File: src/design/ipv6v_pkg.sv
`default_nettype none

package ipv6v_pkg;

   // character classes found by the front end
   localparam logic [2:0] CLS_COLON = 3'd0;
   localparam logic [2:0] CLS_DOT   = 3'd1;
   localparam logic [2:0] CLS_DEC   = 3'd2;
   localparam logic [2:0] CLS_HEXA  = 3'd3;
   localparam logic [2:0] CLS_OTHER = 3'd4;

   // queue depth between front and back
   localparam int unsigned QUEUE_DEPTH = 2;

   // classified word handed from front to back
   typedef struct packed {
      logic [2:0] cls;
      logic [3:0] digit;
      logic       last;
      logic       end_only;
   } word_type;

endpackage

`default_nettype wire

File: src/design/ipv6v_if.sv
`default_nettype none

// request channel: one character word
interface ipv6v_req_if;
   logic       valid;
   logic       ready;
   logic [7:0] ch;
   logic       last;
   logic       end_only;

   modport source (output valid, output ch, output last, output end_only, input ready);
   modport sink (input valid, input ch, input last, input end_only, output ready);
endinterface

// response channel: one verdict word
interface ipv6v_rsp_if;
   logic valid;
   logic ready;
   logic valid_res;

   modport source (output valid, output valid_res, input ready);
   modport sink (input valid, input valid_res, output ready);
endinterface

`default_nettype wire

File: src/design/ipv6_address_validator_top.sv
// an ending word passes the queue, then the verdict register, before its verdict is offered
// throughput: one character word per cycle, set by the back end's single-step parser, while no ending
// word meets an untaken verdict; a two-word queue parts intake from parser, a register holds the verdict
// reset: synchronous, active high; clears parser state, queue and response valid
`default_nettype none

module ipv6_address_validator_top (
   input  logic        clock,
   input  logic        reset,
   ipv6v_req_if.sink   req_chan,
   ipv6v_rsp_if.source rsp_chan
);

   logic                front_valid;
   logic                front_ready;
   ipv6v_pkg::word_type front_word;
   logic                back_valid;
   logic                back_ready;
   ipv6v_pkg::word_type back_word;

   // character intake and classification
   ipv6v_front u_front (
      .req_chan   (req_chan),
      .word_valid (front_valid),
      .word       (front_word),
      .word_ready (front_ready)
   );

   // decoupling queue
   ipv6v_queue u_queue (
      .clock      (clock),
      .reset      (reset),
      .push_valid (front_valid),
      .push_word  (front_word),
      .push_ready (front_ready),
      .pop_valid  (back_valid),
      .pop_word   (back_word),
      .pop_ready  (back_ready)
   );

   // parser and verdict
   ipv6v_back u_back (
      .clock      (clock),
      .reset      (reset),
      .word_valid (back_valid),
      .word       (back_word),
      .word_ready (back_ready),
      .rsp_chan   (rsp_chan)
   );

endmodule

`default_nettype wire

File: src/design/ipv6v_front.sv
`default_nettype none

module ipv6v_front (
   ipv6v_req_if.sink          req_chan,
   output logic               word_valid,
   output ipv6v_pkg::word_type word,
   input  logic               word_ready
);

   logic is_dec;
   logic is_alpha;

   // character class decode
   always_comb begin
      is_dec   = (req_chan.ch >= 8'h30) && (req_chan.ch <= 8'h39);
      is_alpha = ((req_chan.ch >= 8'h61) && (req_chan.ch <= 8'h66)) ||
                 ((req_chan.ch >= 8'h41) && (req_chan.ch <= 8'h46));
      word.digit    = req_chan.ch[3:0];
      word.last     = req_chan.last;
      word.end_only = req_chan.end_only;
      if (req_chan.ch == 8'h3a) begin
         word.cls = ipv6v_pkg::CLS_COLON;
      end else if (req_chan.ch == 8'h2e) begin
         word.cls = ipv6v_pkg::CLS_DOT;
      end else if (is_dec) begin
         word.cls = ipv6v_pkg::CLS_DEC;
      end else if (is_alpha) begin
         word.cls = ipv6v_pkg::CLS_HEXA;
      end else begin
         word.cls = ipv6v_pkg::CLS_OTHER;
      end
   end

   // handshake pass to the queue
   assign word_valid     = req_chan.valid;
   assign req_chan.ready = word_ready;

endmodule

`default_nettype wire

File: src/design/ipv6v_queue.sv
`default_nettype none

module ipv6v_queue (
   input  logic                clock,
   input  logic                reset,
   input  logic                push_valid,
   input  ipv6v_pkg::word_type push_word,
   output logic                push_ready,
   output logic                pop_valid,
   output ipv6v_pkg::word_type pop_word,
   input  logic                pop_ready
);

   localparam int unsigned PTR_W = $clog2(ipv6v_pkg::QUEUE_DEPTH);
   localparam int unsigned CNT_W = $clog2(ipv6v_pkg::QUEUE_DEPTH + 1);

   ipv6v_pkg::word_type entry_ff [ipv6v_pkg::QUEUE_DEPTH];
   logic [PTR_W-1:0] wr_ptr_ff, wr_ptr_in;
   logic [PTR_W-1:0] rd_ptr_ff, rd_ptr_in;
   logic [CNT_W-1:0] count_ff, count_in;
   logic             push;
   logic             pop;

   assign push_ready = (count_ff != CNT_W'(ipv6v_pkg::QUEUE_DEPTH));
   assign pop_valid  = (count_ff != '0);
   assign pop_word   = entry_ff[rd_ptr_ff];
   assign push       = push_valid && push_ready;
   assign pop        = pop_valid && pop_ready;

   // pointer and fill count update
   always_comb begin
      wr_ptr_in = wr_ptr_ff;
      rd_ptr_in = rd_ptr_ff;
      count_in  = count_ff;
      if (push) begin
         wr_ptr_in = (wr_ptr_ff == PTR_W'(ipv6v_pkg::QUEUE_DEPTH - 1)) ? '0 : wr_ptr_ff + 1'b1;
      end
      if (pop) begin
         rd_ptr_in = (rd_ptr_ff == PTR_W'(ipv6v_pkg::QUEUE_DEPTH - 1)) ? '0 : rd_ptr_ff + 1'b1;
      end
      if (push && !pop) begin
         count_in = count_ff + 1'b1;
      end else if (pop && !push) begin
         count_in = count_ff - 1'b1;
      end
   end

   always_ff @(posedge clock) begin
      if (reset) begin
         wr_ptr_ff <= '0;
         rd_ptr_ff <= '0;
         count_ff  <= '0;
      end else begin
         wr_ptr_ff <= wr_ptr_in;
         rd_ptr_ff <= rd_ptr_in;
         count_ff  <= count_in;
      end
   end

   // word storage
   always_ff @(posedge clock) begin
      if (push) begin
         entry_ff[wr_ptr_ff] <= push_word;
      end
   end

endmodule

`default_nettype wire

File: src/design/ipv6v_back.sv
`default_nettype none

module ipv6v_back (
   input  logic                clock,
   input  logic                reset,
   input  logic                word_valid,
   input  ipv6v_pkg::word_type word,
   output logic                word_ready,
   ipv6v_rsp_if.source         rsp_chan
);

   localparam logic [2:0] PH_START    = 3'd0;
   localparam logic [2:0] PH_COLON0   = 3'd1;
   localparam logic [2:0] PH_AFTER_DC = 3'd2;
   localparam logic [2:0] PH_HEX      = 3'd3;
   localparam logic [2:0] PH_DEC      = 3'd4;
   localparam logic [2:0] PH_COLON    = 3'd5;
   localparam logic [2:0] PH_V4       = 3'd6;
   localparam logic [9:0] BAD_OCTET   = 10'd1023;

   typedef struct packed {
      logic [9:0] value;
      logic [2:0] digits;
   } octet_type;

   function automatic octet_type octet_add(input octet_type cur, input logic [3:0] d);
      octet_type  res;
      logic [11:0] nv;
      nv = 12'({cur.value[7:0], 3'b000}) + 12'({cur.value[7:0], 1'b0}) + 12'(d);
      if ((cur.value > 10'd255) || ((cur.digits != '0) && (cur.value == '0)) ||
          (nv > 12'd255)) begin
         res.value = BAD_OCTET;
      end else begin
         res.value = nv[9:0];
      end
      res.digits = (cur.digits < 3'd7) ? cur.digits + 1'b1 : cur.digits;
      return res;
   endfunction

   function automatic logic octet_good(input octet_type cur);
      return (cur.digits != '0) && (cur.value <= 10'd255);
   endfunction

   logic [2:0] phase_ff, phase_in;
   logic [3:0] group_ff, group_in;
   logic [2:0] digit_ff, digit_in;
   logic       dc_ff, dc_in;
   logic       rej_ff, rej_in;
   logic [1:0] oct_idx_ff, oct_idx_in;
   octet_type  oct_ff, oct_in;
   logic       rsp_valid_ff, rsp_valid_in;
   logic       rsp_res_ff, rsp_res_in;

   logic       bad;
   logic       ends;
   logic       pop;
   logic       is_hex;
   logic [4:0] total;
   logic       verdict;

   assign ends       = word.last || word.end_only;
   assign word_ready = !ends || !rsp_valid_ff || rsp_chan.ready;
   assign pop        = word_valid && word_ready;
   assign is_hex     = (word.cls == ipv6v_pkg::CLS_DEC) || (word.cls == ipv6v_pkg::CLS_HEXA);

   // parser step for one character
   always_comb begin
      phase_in   = phase_ff;
      group_in   = group_ff;
      digit_in   = digit_ff;
      dc_in      = dc_ff;
      oct_idx_in = oct_idx_ff;
      oct_in     = oct_ff;
      bad        = 1'b0;
      if (!word.end_only && !rej_ff) begin
         unique case (phase_ff)
            PH_START, PH_AFTER_DC, PH_COLON: begin
               if ((word.cls == ipv6v_pkg::CLS_COLON) && (phase_ff == PH_START)) begin
                  phase_in = PH_COLON0;
               end else if ((word.cls == ipv6v_pkg::CLS_COLON) && (phase_ff == PH_COLON)) begin
                  if (dc_ff) begin
                     bad = 1'b1;
                  end else begin
                     dc_in    = 1'b1;
                     phase_in = PH_AFTER_DC;
                  end
               end else if (is_hex) begin
                  // open a new group
                  digit_in = 3'd1;
                  oct_in   = '0;
                  if (word.cls == ipv6v_pkg::CLS_DEC) begin
                     oct_in   = octet_add('0, word.digit);
                     phase_in = PH_DEC;
                  end else begin
                     phase_in = PH_HEX;
                  end
               end else begin
                  bad = 1'b1;
               end
            end
            PH_COLON0: begin
               if (word.cls == ipv6v_pkg::CLS_COLON) begin
                  dc_in    = 1'b1;
                  phase_in = PH_AFTER_DC;
               end else begin
                  bad = 1'b1;
               end
            end
            PH_HEX, PH_DEC: begin
               if (word.cls == ipv6v_pkg::CLS_COLON) begin
                  // close the group
                  digit_in = '0;
                  group_in = (group_ff < 4'd15) ? group_ff + 1'b1 : group_ff;
                  phase_in = PH_COLON;
               end else if ((word.cls == ipv6v_pkg::CLS_DOT) && (phase_ff == PH_DEC)) begin
                  if (octet_good(oct_ff)) begin
                     phase_in   = PH_V4;
                     oct_idx_in = 2'd1;
                     oct_in     = '0;
                  end else begin
                     bad = 1'b1;
                  end
               end else if (is_hex) begin
                  if (digit_ff >= 3'd4) begin
                     bad = 1'b1;
                  end else begin
                     digit_in = digit_ff + 1'b1;
                     if ((phase_ff == PH_DEC) && (word.cls == ipv6v_pkg::CLS_DEC)) begin
                        oct_in = octet_add(oct_ff, word.digit);
                     end else begin
                        phase_in = PH_HEX;
                     end
                  end
               end else begin
                  bad = 1'b1;
               end
            end
            PH_V4: begin
               if (word.cls == ipv6v_pkg::CLS_DEC) begin
                  oct_in = octet_add(oct_ff, word.digit);
               end else if ((word.cls == ipv6v_pkg::CLS_DOT) && (oct_idx_ff < 2'd3) &&
                            octet_good(oct_ff)) begin
                  oct_idx_in = oct_idx_ff + 1'b1;
                  oct_in     = '0;
               end else begin
                  bad = 1'b1;
               end
            end
            default: begin
               bad = 1'b1;
            end
         endcase
      end
      rej_in = rej_ff || bad;
   end

   // end of text verdict
   always_comb begin
      total   = {1'b0, group_in};
      verdict = 1'b0;
      unique case (phase_in)
         PH_START, PH_AFTER_DC: begin
            verdict = 1'b1;
         end
         PH_HEX, PH_DEC: begin
            total   = {1'b0, group_in} + 5'd1;
            verdict = 1'b1;
         end
         PH_V4: begin
            total   = {1'b0, group_in} + 5'd2;
            verdict = (oct_idx_in == 2'd3) && octet_good(oct_in);
         end
         default: begin
            verdict = 1'b0;
         end
      endcase
      rsp_res_in = !rej_in && verdict && (dc_in ? (total <= 5'd7) : (total == 5'd8));
   end

   // response register
   always_comb begin
      rsp_valid_in = rsp_valid_ff;
      if (pop && ends) begin
         rsp_valid_in = 1'b1;
      end else if (rsp_chan.ready) begin
         rsp_valid_in = 1'b0;
      end
   end

   always_ff @(posedge clock) begin
      if (reset) begin
         phase_ff     <= PH_START;
         group_ff     <= '0;
         digit_ff     <= '0;
         dc_ff        <= 1'b0;
         rej_ff       <= 1'b0;
         oct_idx_ff   <= '0;
         oct_ff       <= '0;
         rsp_valid_ff <= 1'b0;
      end else begin
         rsp_valid_ff <= rsp_valid_in;
         if (pop) begin
            if (ends) begin
               phase_ff   <= PH_START;
               group_ff   <= '0;
               digit_ff   <= '0;
               dc_ff      <= 1'b0;
               rej_ff     <= 1'b0;
               oct_idx_ff <= '0;
               oct_ff     <= '0;
            end else begin
               phase_ff   <= phase_in;
               group_ff   <= group_in;
               digit_ff   <= digit_in;
               dc_ff      <= dc_in;
               rej_ff     <= rej_in;
               oct_idx_ff <= oct_idx_in;
               oct_ff     <= oct_in;
            end
         end
      end
   end

   always_ff @(posedge clock) begin
      if (pop && ends) begin
         rsp_res_ff <= rsp_res_in;
      end
   end

   assign rsp_chan.valid     = rsp_valid_ff;
   assign rsp_chan.valid_res = rsp_res_ff;

endmodule

`default_nettype wire
File: src/flat_wrapper.sv
// flat-port wrapper written by rule: the top's interface ports become plain ports
module ipv6_address_validator_top_flat 
  (clock, reset, req_chan_valid, req_chan_ch, req_chan_last, req_chan_end_only, req_chan_ready, rsp_chan_valid, rsp_chan_valid_res, rsp_chan_ready);
  ipv6v_req_if req_chan_i ();
  ipv6v_rsp_if rsp_chan_i ();
  input  logic clock;
  input  logic reset;
  input wire logic [$bits(req_chan_i.valid)-1:0] req_chan_valid;
  input wire logic [$bits(req_chan_i.ch)-1:0] req_chan_ch;
  input wire logic [$bits(req_chan_i.last)-1:0] req_chan_last;
  input wire logic [$bits(req_chan_i.end_only)-1:0] req_chan_end_only;
  output wire logic [$bits(req_chan_i.ready)-1:0] req_chan_ready;
  output wire logic [$bits(rsp_chan_i.valid)-1:0] rsp_chan_valid;
  output wire logic [$bits(rsp_chan_i.valid_res)-1:0] rsp_chan_valid_res;
  input wire logic [$bits(rsp_chan_i.ready)-1:0] rsp_chan_ready;
  assign req_chan_i.valid = req_chan_valid;
  assign req_chan_i.ch = req_chan_ch;
  assign req_chan_i.last = req_chan_last;
  assign req_chan_i.end_only = req_chan_end_only;
  assign req_chan_ready = req_chan_i.ready;
  assign rsp_chan_valid = rsp_chan_i.valid;
  assign rsp_chan_valid_res = rsp_chan_i.valid_res;
  assign rsp_chan_i.ready = rsp_chan_ready;
  ipv6_address_validator_top u_core (.clock(clock), .reset(reset), .req_chan(req_chan_i), .rsp_chan(rsp_chan_i));
endmodule
File: config.mk
export PLATFORM = sky130hd
export DESIGN_NAME = ipv6_address_validator_top_flat
export DESIGN_NICKNAME = d
export VERILOG_FILES = /design/src/design/ipv6v_pkg.sv /design/src/design/ipv6v_if.sv /design/src/design/ipv6_address_validator_top.sv /design/src/design/ipv6v_front.sv /design/src/design/ipv6v_queue.sv /design/src/design/ipv6v_back.sv /design/src/flat_wrapper.sv
export SDC_FILE = /design/constraint.sdc
export NUM_CORES = 1
export LEC_CHECK = 0
export BUFFER_PORTS_ARGS = -buffer_cell sky130_fd_sc_hd__buf_4
export CORE_ASPECT_RATIO = 1.1
export CORE_MARGIN = 5
export CORE_UTILIZATION = 60
export DETAILED_ROUTE_END_ITERATION = 8
export PLACE_DENSITY = 0.81
export SYNTH_ARGS = -nofsm -noshare
export SYNTH_HDL_FRONTEND = slang
export SYNTH_SLANG_ARGS = --single-unit
File: constraint.sdc
create_clock -name clock -period 8.3 [get_ports clock]
set_input_delay 2.49 -clock clock [delete_from_list [all_inputs] [get_ports clock]]
set_output_delay 2.49 -clock clock [all_outputs]
set_load 0.005 [all_outputs]
==> results of run 1 <==
worst reg2reg max path, stage by stage (launching register included):
cell	delay, ns
dfxtp_1	0.88
mux2_2	0.45
fa_1	0.54
fa_1	0.45
and2_1	0.18
o21a_1	0.19
o31a_1	0.24
o31ai_1	0.06
nand4_1	0.39
nand2_1	0.19
a41o_1	0.22
a21oi_1	0.07
and4b_1	0.26
logic make-up after synthesis:
| group | synth area share (%) |
|---|---|
| DFF | 30.5 |
| adders and majority gates | 8.42 |
| AOI/OAI and AO/OA | 26.0 |
| buffers and inverters | 5.69 |
| muxes | 2.75 |
| xor gates and xnor gates | 2.60 |
| and+or+nand+nor | 24.1 |
stage by stage:
stage,cells,setup slack [ns],hold WS (ns),instance area [µm²],utilization [%]
floorplan,450,4.08,0.444,4040,-
global placement,532,4.05,0.453,4110,62.4
detailed placement,532,3.98,0.463,4110,62.4
CTS,540,4.07,0.478,4200,63.8
global route,540,3.79,0.498,4200,63.8
finish,540,4.04,0.477,4200,63.8
layout make-up:
type                       count  area, µm²
tap                           82        103
inverter                      16       61.3
clock buffer                   7       86.3
sequential                    52       1230
clock inverter                 1       6.26
fill                         606       2390
multi-input combinational    364       2580
timing repair buffer          18        135
worst paths after layout:
kind                                                from                          endpoint  slack, ns  cells past startpoint
worst max-delay path                                flop  u_core.u_back.rsp_chan.valid_res       4.04                     12
worst min-delay path            u_core.u_back.oct_ff[11]          u_core.u_back.oct_ff[11]       0.48                      2
worst max register to register                      flop  u_core.u_back.rsp_chan.valid_res       4.04                     12
worst min register to register  u_core.u_back.oct_ff[11]          u_core.u_back.oct_ff[11]       0.48                      2
where the power goes:
| part | total (mW) | switching, mW | leakage (nW) | internal (mW) |
|---|---|---|---|---|
| Sequential | 0.335 | 0.0380 | 0.443 | 0.297 |
| Combinational | 0.290 | 0.182 | 1.06 | 0.108 |
| Clock | 0.152 | 0.0836 | 0.0488 | 0.0683 |
sequential cells by signal (all words and copies together) (netlist names), named ones only:
name,flops
u_core.u_queue.rd_ptr_ff,1
u_core.u_back.group_ff,4
u_core.u_back.digit_ff,3
u_core.u_back.phase_ff,3
u_core.u_queue.entry_ff,18
u_core.u_queue.wr_ptr_ff,1
u_core.u_queue.count_ff,2
u_core.u_back.dc_ff,1
u_core.u_back.rej_ff,1
u_core.u_back.oct_ff,13
u_core.u_back.rsp_chan.valid_res,1
u_core.u_back.oct_idx_ff,2
u_core.u_back.rsp_chan.valid,1
cell usage in the layout, fill, tap and decap left out, types with 6 or more instances in the layout:
cell type and n:
o21ai_0 19, edfxtp_1 19, nor2_1 58, clkbuf_8 6, nand3_1 10, dfxtp_1 33
nand2_1 36, nor3_1 9, o211ai_1 7, nand3b_1 7, a21oi_1 27, a22oi_1 14
buf_4 18, xnor2_1 7, inv_1 15, nand2b_1 9, ha_1 24, o22ai_1 6
per-layer routing:
layer | GRT usage, % | vias to the layer above | wire [µm]
li1 | - | 1721 | -
met1 | 28.7 | 1698 | 4010
met2 | 43.1 | 121 | 4920
met3 | 2.83 | 28 | 457
met4 | 10.8 | 0 | 341
met5 | 0 | - | 0
==> impl_results.md, run 1 <==
* Fmax achieved at 235 MHz
* Die X-Extent at 88.3 µm
* Pwr Total at 0.776 mW
* Syn Nets at 490
* Crit path capture type: flop
* Clk buf depth at 2
* Cell Rows at 31
* Clock latency at the later pin of the worst-skew pair at 0.30 ns
* Worst EP arrival at 4.44 ns
* Layout Skew at 0.00567 ns
* Syn Inst Count at 450
* Vias per std cell at 6.61
* CTS Root Cell: clkbuf_8
* H-tree level count at 2
* Total track usage at 24.1%
* TNS Setup at 0 ns
* Largest net degree at the start of global routing at 34
* Worst Path Required at 8.48 ns
* Clock Pin Slew Worst Setup and Hold Paths at 0.10 ns
* Crit-path leading delay family: simple AND/OR/NAND/NOR gates
* Share of the synthesized area in the top cell type at 16.3%
* Antenna-violating nets left at 0
* Vias in the first global route at 3,557
* Cell area power density at 185 nW/µm²
* Tcrit/Tclk final at 51.3%
* Layout cells sized above 1 at 13.1%
* Max stage delay cell, worst path: dfxtp_1
* Initial antenna violation count at 0
* Peak VDD IR at 0.000227 V
* Via count at 3,568
* Post-synth top cells: nor2_1 (58), nand2_1 (36), dfxtp_1 (33), a21oi_1 (27), ha_1 (24)
* Worst min path class: flop to flop
* Cell chain of the critical path: mux2_2, fa_1, fa_1, and2_1, o21a_1, o31a_1, o31ai_1, nand4_1, nand2_1, a41o_1, a21oi_1, and4b_1
* Initial core utilization at 61.3%
* Buf/Inv on CP at 0
* Post-synth EDFFs at 19
* Core box area at 6590 µm²
* Wire per inst at 18.0 µm
* First-pass GRT wire length at 16.3 mm
* Worst path max stage delay at 0.88 ns
* RSZ-0062 raised after global routing: false
* Die height at 96.1 µm
* Maxcap violations at 0
* Max-slew violations at 0
* WS Path Type: flop to flop
* Clock sink count at 52
* Area growth, synth to finish at 3.99%
* Final Wtd Congestion at 0.925
* DIE AREA at 8480 µm²
* Routed WL at 9.73 mm
* Final #Nets at 497
* Final setup viols at 0
* Critical path peak fanout at 23
* Minimum clock period at 4.26 ns
* CP Launch Type: flop
* Residual DRC at 0
* Worst slew margin at 38.8%
* Leakage at 1.56 nW
* IO buf count at 16
* CTS Buf Count at 5
* Worst Tran Pin Value at 0.917 ns
* Grt ovf at 0
* Synthesis warning total at 0
* First drt pass iteration count at 5
* I/O Pins at 17
* Top post-synthesis cells by area: dfxtp_1 (16%), edfxtp_1 (14%), ha_1 (7.4%)
* Post-CTS setup buffer count at 0
* CP dominant cell by count: fa_1
* Post-DP HPWL at 7.25 mm
* Mapped cell area at 4040 µm²
* Ys async rst share at 0%
* Most common cell in the netlist: nor2_1
* Post_cts resized at 0
* Post-synthesis cell type count at 82
* Status: completed
* TritonCTS clock tree: built
* Starting DRT DRC Count at 318
* Ant. Diodes at 0
* Post-CTS Hold Buffers at 0
* Sequential area share after synthesis at 30.5%
* Final Hold Fails at 0
* Synth area leader: dfxtp_1
* Syn_area_per_cell at 8.98 µm²
* Seq cells post-synth at 52
* Predominant post-synthesis flop cell: dfxtp_1
(Power assumes the default switching activity.)
==> run 2: changes to the inputs <==
- CORE_UTILIZATION: 60 -> 57
- PLACE_DENSITY: 0.81 -> 0.8
- clock period: 8.3 -> 3.5 ns (I/O delays scaled with it)
==> run 2 against run 1 <==
Cell count increased by 5.0%. Clock power increased to 3.2 times the previous value. Highest routed layer unchanged. Critical path depth unchanged. Final area increased by 5.5%. Die area increased by 4.7%. Setup slack got worse by 4.0 ns. Worst hold slack about the same. Power increased to 2.6 times the previous value. Count of clock-buffer cells in the layout decreased by 1. Flip-flop and latch count unchanged. Register-to-register slack got worse by 4.0 ns.
==> impl_results.md, run 2 (same netlist as run 1, synthesis figures left out) <==
* Leading cell type in the layout, fill and taps excluded: nor2_1
* DIE AREA at 8880 µm²
* Vias per std cell at 6.67
* First-pass GRT wire length at 17.5 mm
* Clock sink count at 52
* P_int at 1.30 mW
* CP Launch Type: flop
* Logic pwr share at 39.1%
* Worst EP arrival at 3.60 ns
* Crit-path leading delay family: adder cells
* Final setup viols at 0
* Antenna-violating nets left at 0
* Layout Skew at 0.00934 ns
* Cell chain of the critical path: mux2_2, fa_1, fa_1, and2_1, o21a_1, o31a_1, o31ai_1, nand4_1, nand2_1, a41o_1, a21oi_1, and4b_1
* Cell Rows at 32
* Largest net degree at the start of global routing at 34
* Total track usage at 23.4%
* I/O Pins at 17
* Final hold slack at 0.476 ns
* Final #Nets at 521
* Psw at 0.750 mW
* Peak VDD IR at 0.000377 V
* Area growth, synth to finish at 9.75%
* Tcrit/Tclk final at 97.9%
* Reg with most FFs: u_core.u_queue.entry_ff
* H-tree level count at 2
* Cell area power density at 463 nW/µm²
* First drt pass iteration count at 5
* Pwr Total at 2.05 mW
* TNS Setup at 0 ns
* Critical path peak fanout at 9
* Worst Tran Pin Value at 0.743 ns
* Core box area at 6970 µm²
* Clk buf depth at 2
* Worst min path class: flop to flop
* Starting DRT DRC Count at 461
* Status: completed
* TritonCTS clock tree: built
* Fin util at 63.7%
* Worst Path Required at 3.68 ns
* Die X-Extent at 90.3 µm
* FF-to-FF setup slack at 0.07 ns
* Biggest regs: u_core.u_queue.entry_ff x18, u_core.u_back.oct_ff x13, u_core.u_back.group_ff x4
* Die height at 98.3 µm
* Switch share at 36.5%
* Post-CTS Hold Buffers at 0
* Wire per inst at 18.1 µm
* Residual DRC at 0
* Via count at 3,780
* Crit path capture type: flop
* Post-DP HPWL at 7.63 mm
* Max stage delay cell, worst path: fa_1
* Clk pwr share at 24.0%
* Most frequent cells in the layout: nor2_1 (58), buf_4 (41), nand2_1 (36)
* Worst path max stage delay at 0.50 ns
* CP dominant cell by count: fa_1
* Grt ovf at 0
* Max-slew violations at 0
* Final Wtd Congestion at 0.949
* Leakage at 1.70 nW
* Worst slew margin at 50.3%
* RSZ-0062 raised after global routing: true
* Largest register FFs at 18
* CP Capture Point: u_core.u_back.rsp_chan.valid_res
* Seq pwr share at 36.9%
* Vias in the first global route at 3,607
* Final Hold Fails at 0
* Placed standard-cell area at 4280 µm²
* WS Path Type: flop to flop
* Clock latency at the later pin of the worst-skew pair at 0.31 ns
* CTS Buf Count at 5
* Clock Pin Slew Worst Setup and Hold Paths at 0.10 ns
* Routed WL at 10.3 mm
* Initial antenna violation count at 0
* Reg-to-reg endpoint: u_core.u_back.rsp_chan.valid_res
* Maxcap violations at 0
* Layout cells sized above 1 at 17.8%
* Fmax achieved at 292 MHz
* R2R depth at 12
* Initial core utilization at 58.0%
* Post-route design area at 4440 µm²
* CTS Root Cell: clkbuf_8
* Buf/Inv on CP at 0
* IO buf count at 16
* Crit path depth at 12
* Ant. Diodes at 0
* Minimum clock period at 3.43 ns
run 2: layer usage:
layer | track usage [%] | vias up | part of all wire (%)
li1 | - | 1772 | -
met1 | 32.0 | 1770 | 42
met2 | 38.2 | 211 | 47
met3 | 2.70 | 27 | 8.1
met4 | 8.36 | 0 | 2.3
met5 | 0 | - | 0
run 2: how the worst min path moves through the flow:
stage | end | cells after the start | slack [ns] | from
after floorplan | u_core.u_back.oct_ff[11] | 2 | 0.44 | u_core.u_back.oct_ff[11]
after global placement | u_core.u_back.oct_ff[12] | 2 | 0.45 | u_core.u_back.oct_ff[12]
after detailed placement | u_core.u_back.oct_ff[12] | 2 | 0.46 | u_core.u_back.oct_ff[12]
after CTS | u_core.u_back.oct_ff[12] | 2 | 0.48 | u_core.u_back.oct_ff[12]
after global routing | u_core.u_back.oct_ff[12] | 2 | 0.49 | u_core.u_back.oct_ff[12]
final | u_core.u_back.oct_ff[12] | 2 | 0.48 | u_core.u_back.oct_ff[12]
run 2: area by class of cell:
class	count	area, µm²
clock inverter	2	60.1
inverter	16	61.3
timing repair buffer	42	319
tap	85	106
fill	588	2530
clock buffer	6	72.6
multi-input combinational	364	2580
sequential	52	1230
run 2: power by group through the flow:
stage                     clock [mW]  sequential, mW  combinational [mW]
after global placement             0           0.767               0.756
after detailed placement           0           0.769               0.767
after global routing           0.526           0.766               0.873
after floorplan                    0           0.761               0.557
after CTS                      0.495           0.756               0.772
final                          0.492           0.757               0.803
run 2: worst register-to-register path, cell delays in order (launching register included):
cell	delay, ns
dfxtp_4	0.42
mux2_2	0.37
fa_1	0.50
fa_1	0.45
and2_1	0.18
o21a_1	0.20
o31a_1	0.25
o31ai_1	0.07
nand4_1	0.18
nand2_1	0.16
a41o_1	0.19
a21oi_1	0.06
and4b_1	0.28
run 2: what timing repair did:
action,in CTS,in global routing
setup endpoints to repair,0,5
gates resized for setup,0,3
buffers inserted,0,2
run 2: stage by stage:
step | setup WS (ns) | std cells
global route | -0.0240 | 567
global placement | 0.185 | 557
finish | 0.0745 | 567
CTS | 0.0555 | 565
detailed placement | 0.119 | 557
floorplan | 0.0171 | 450
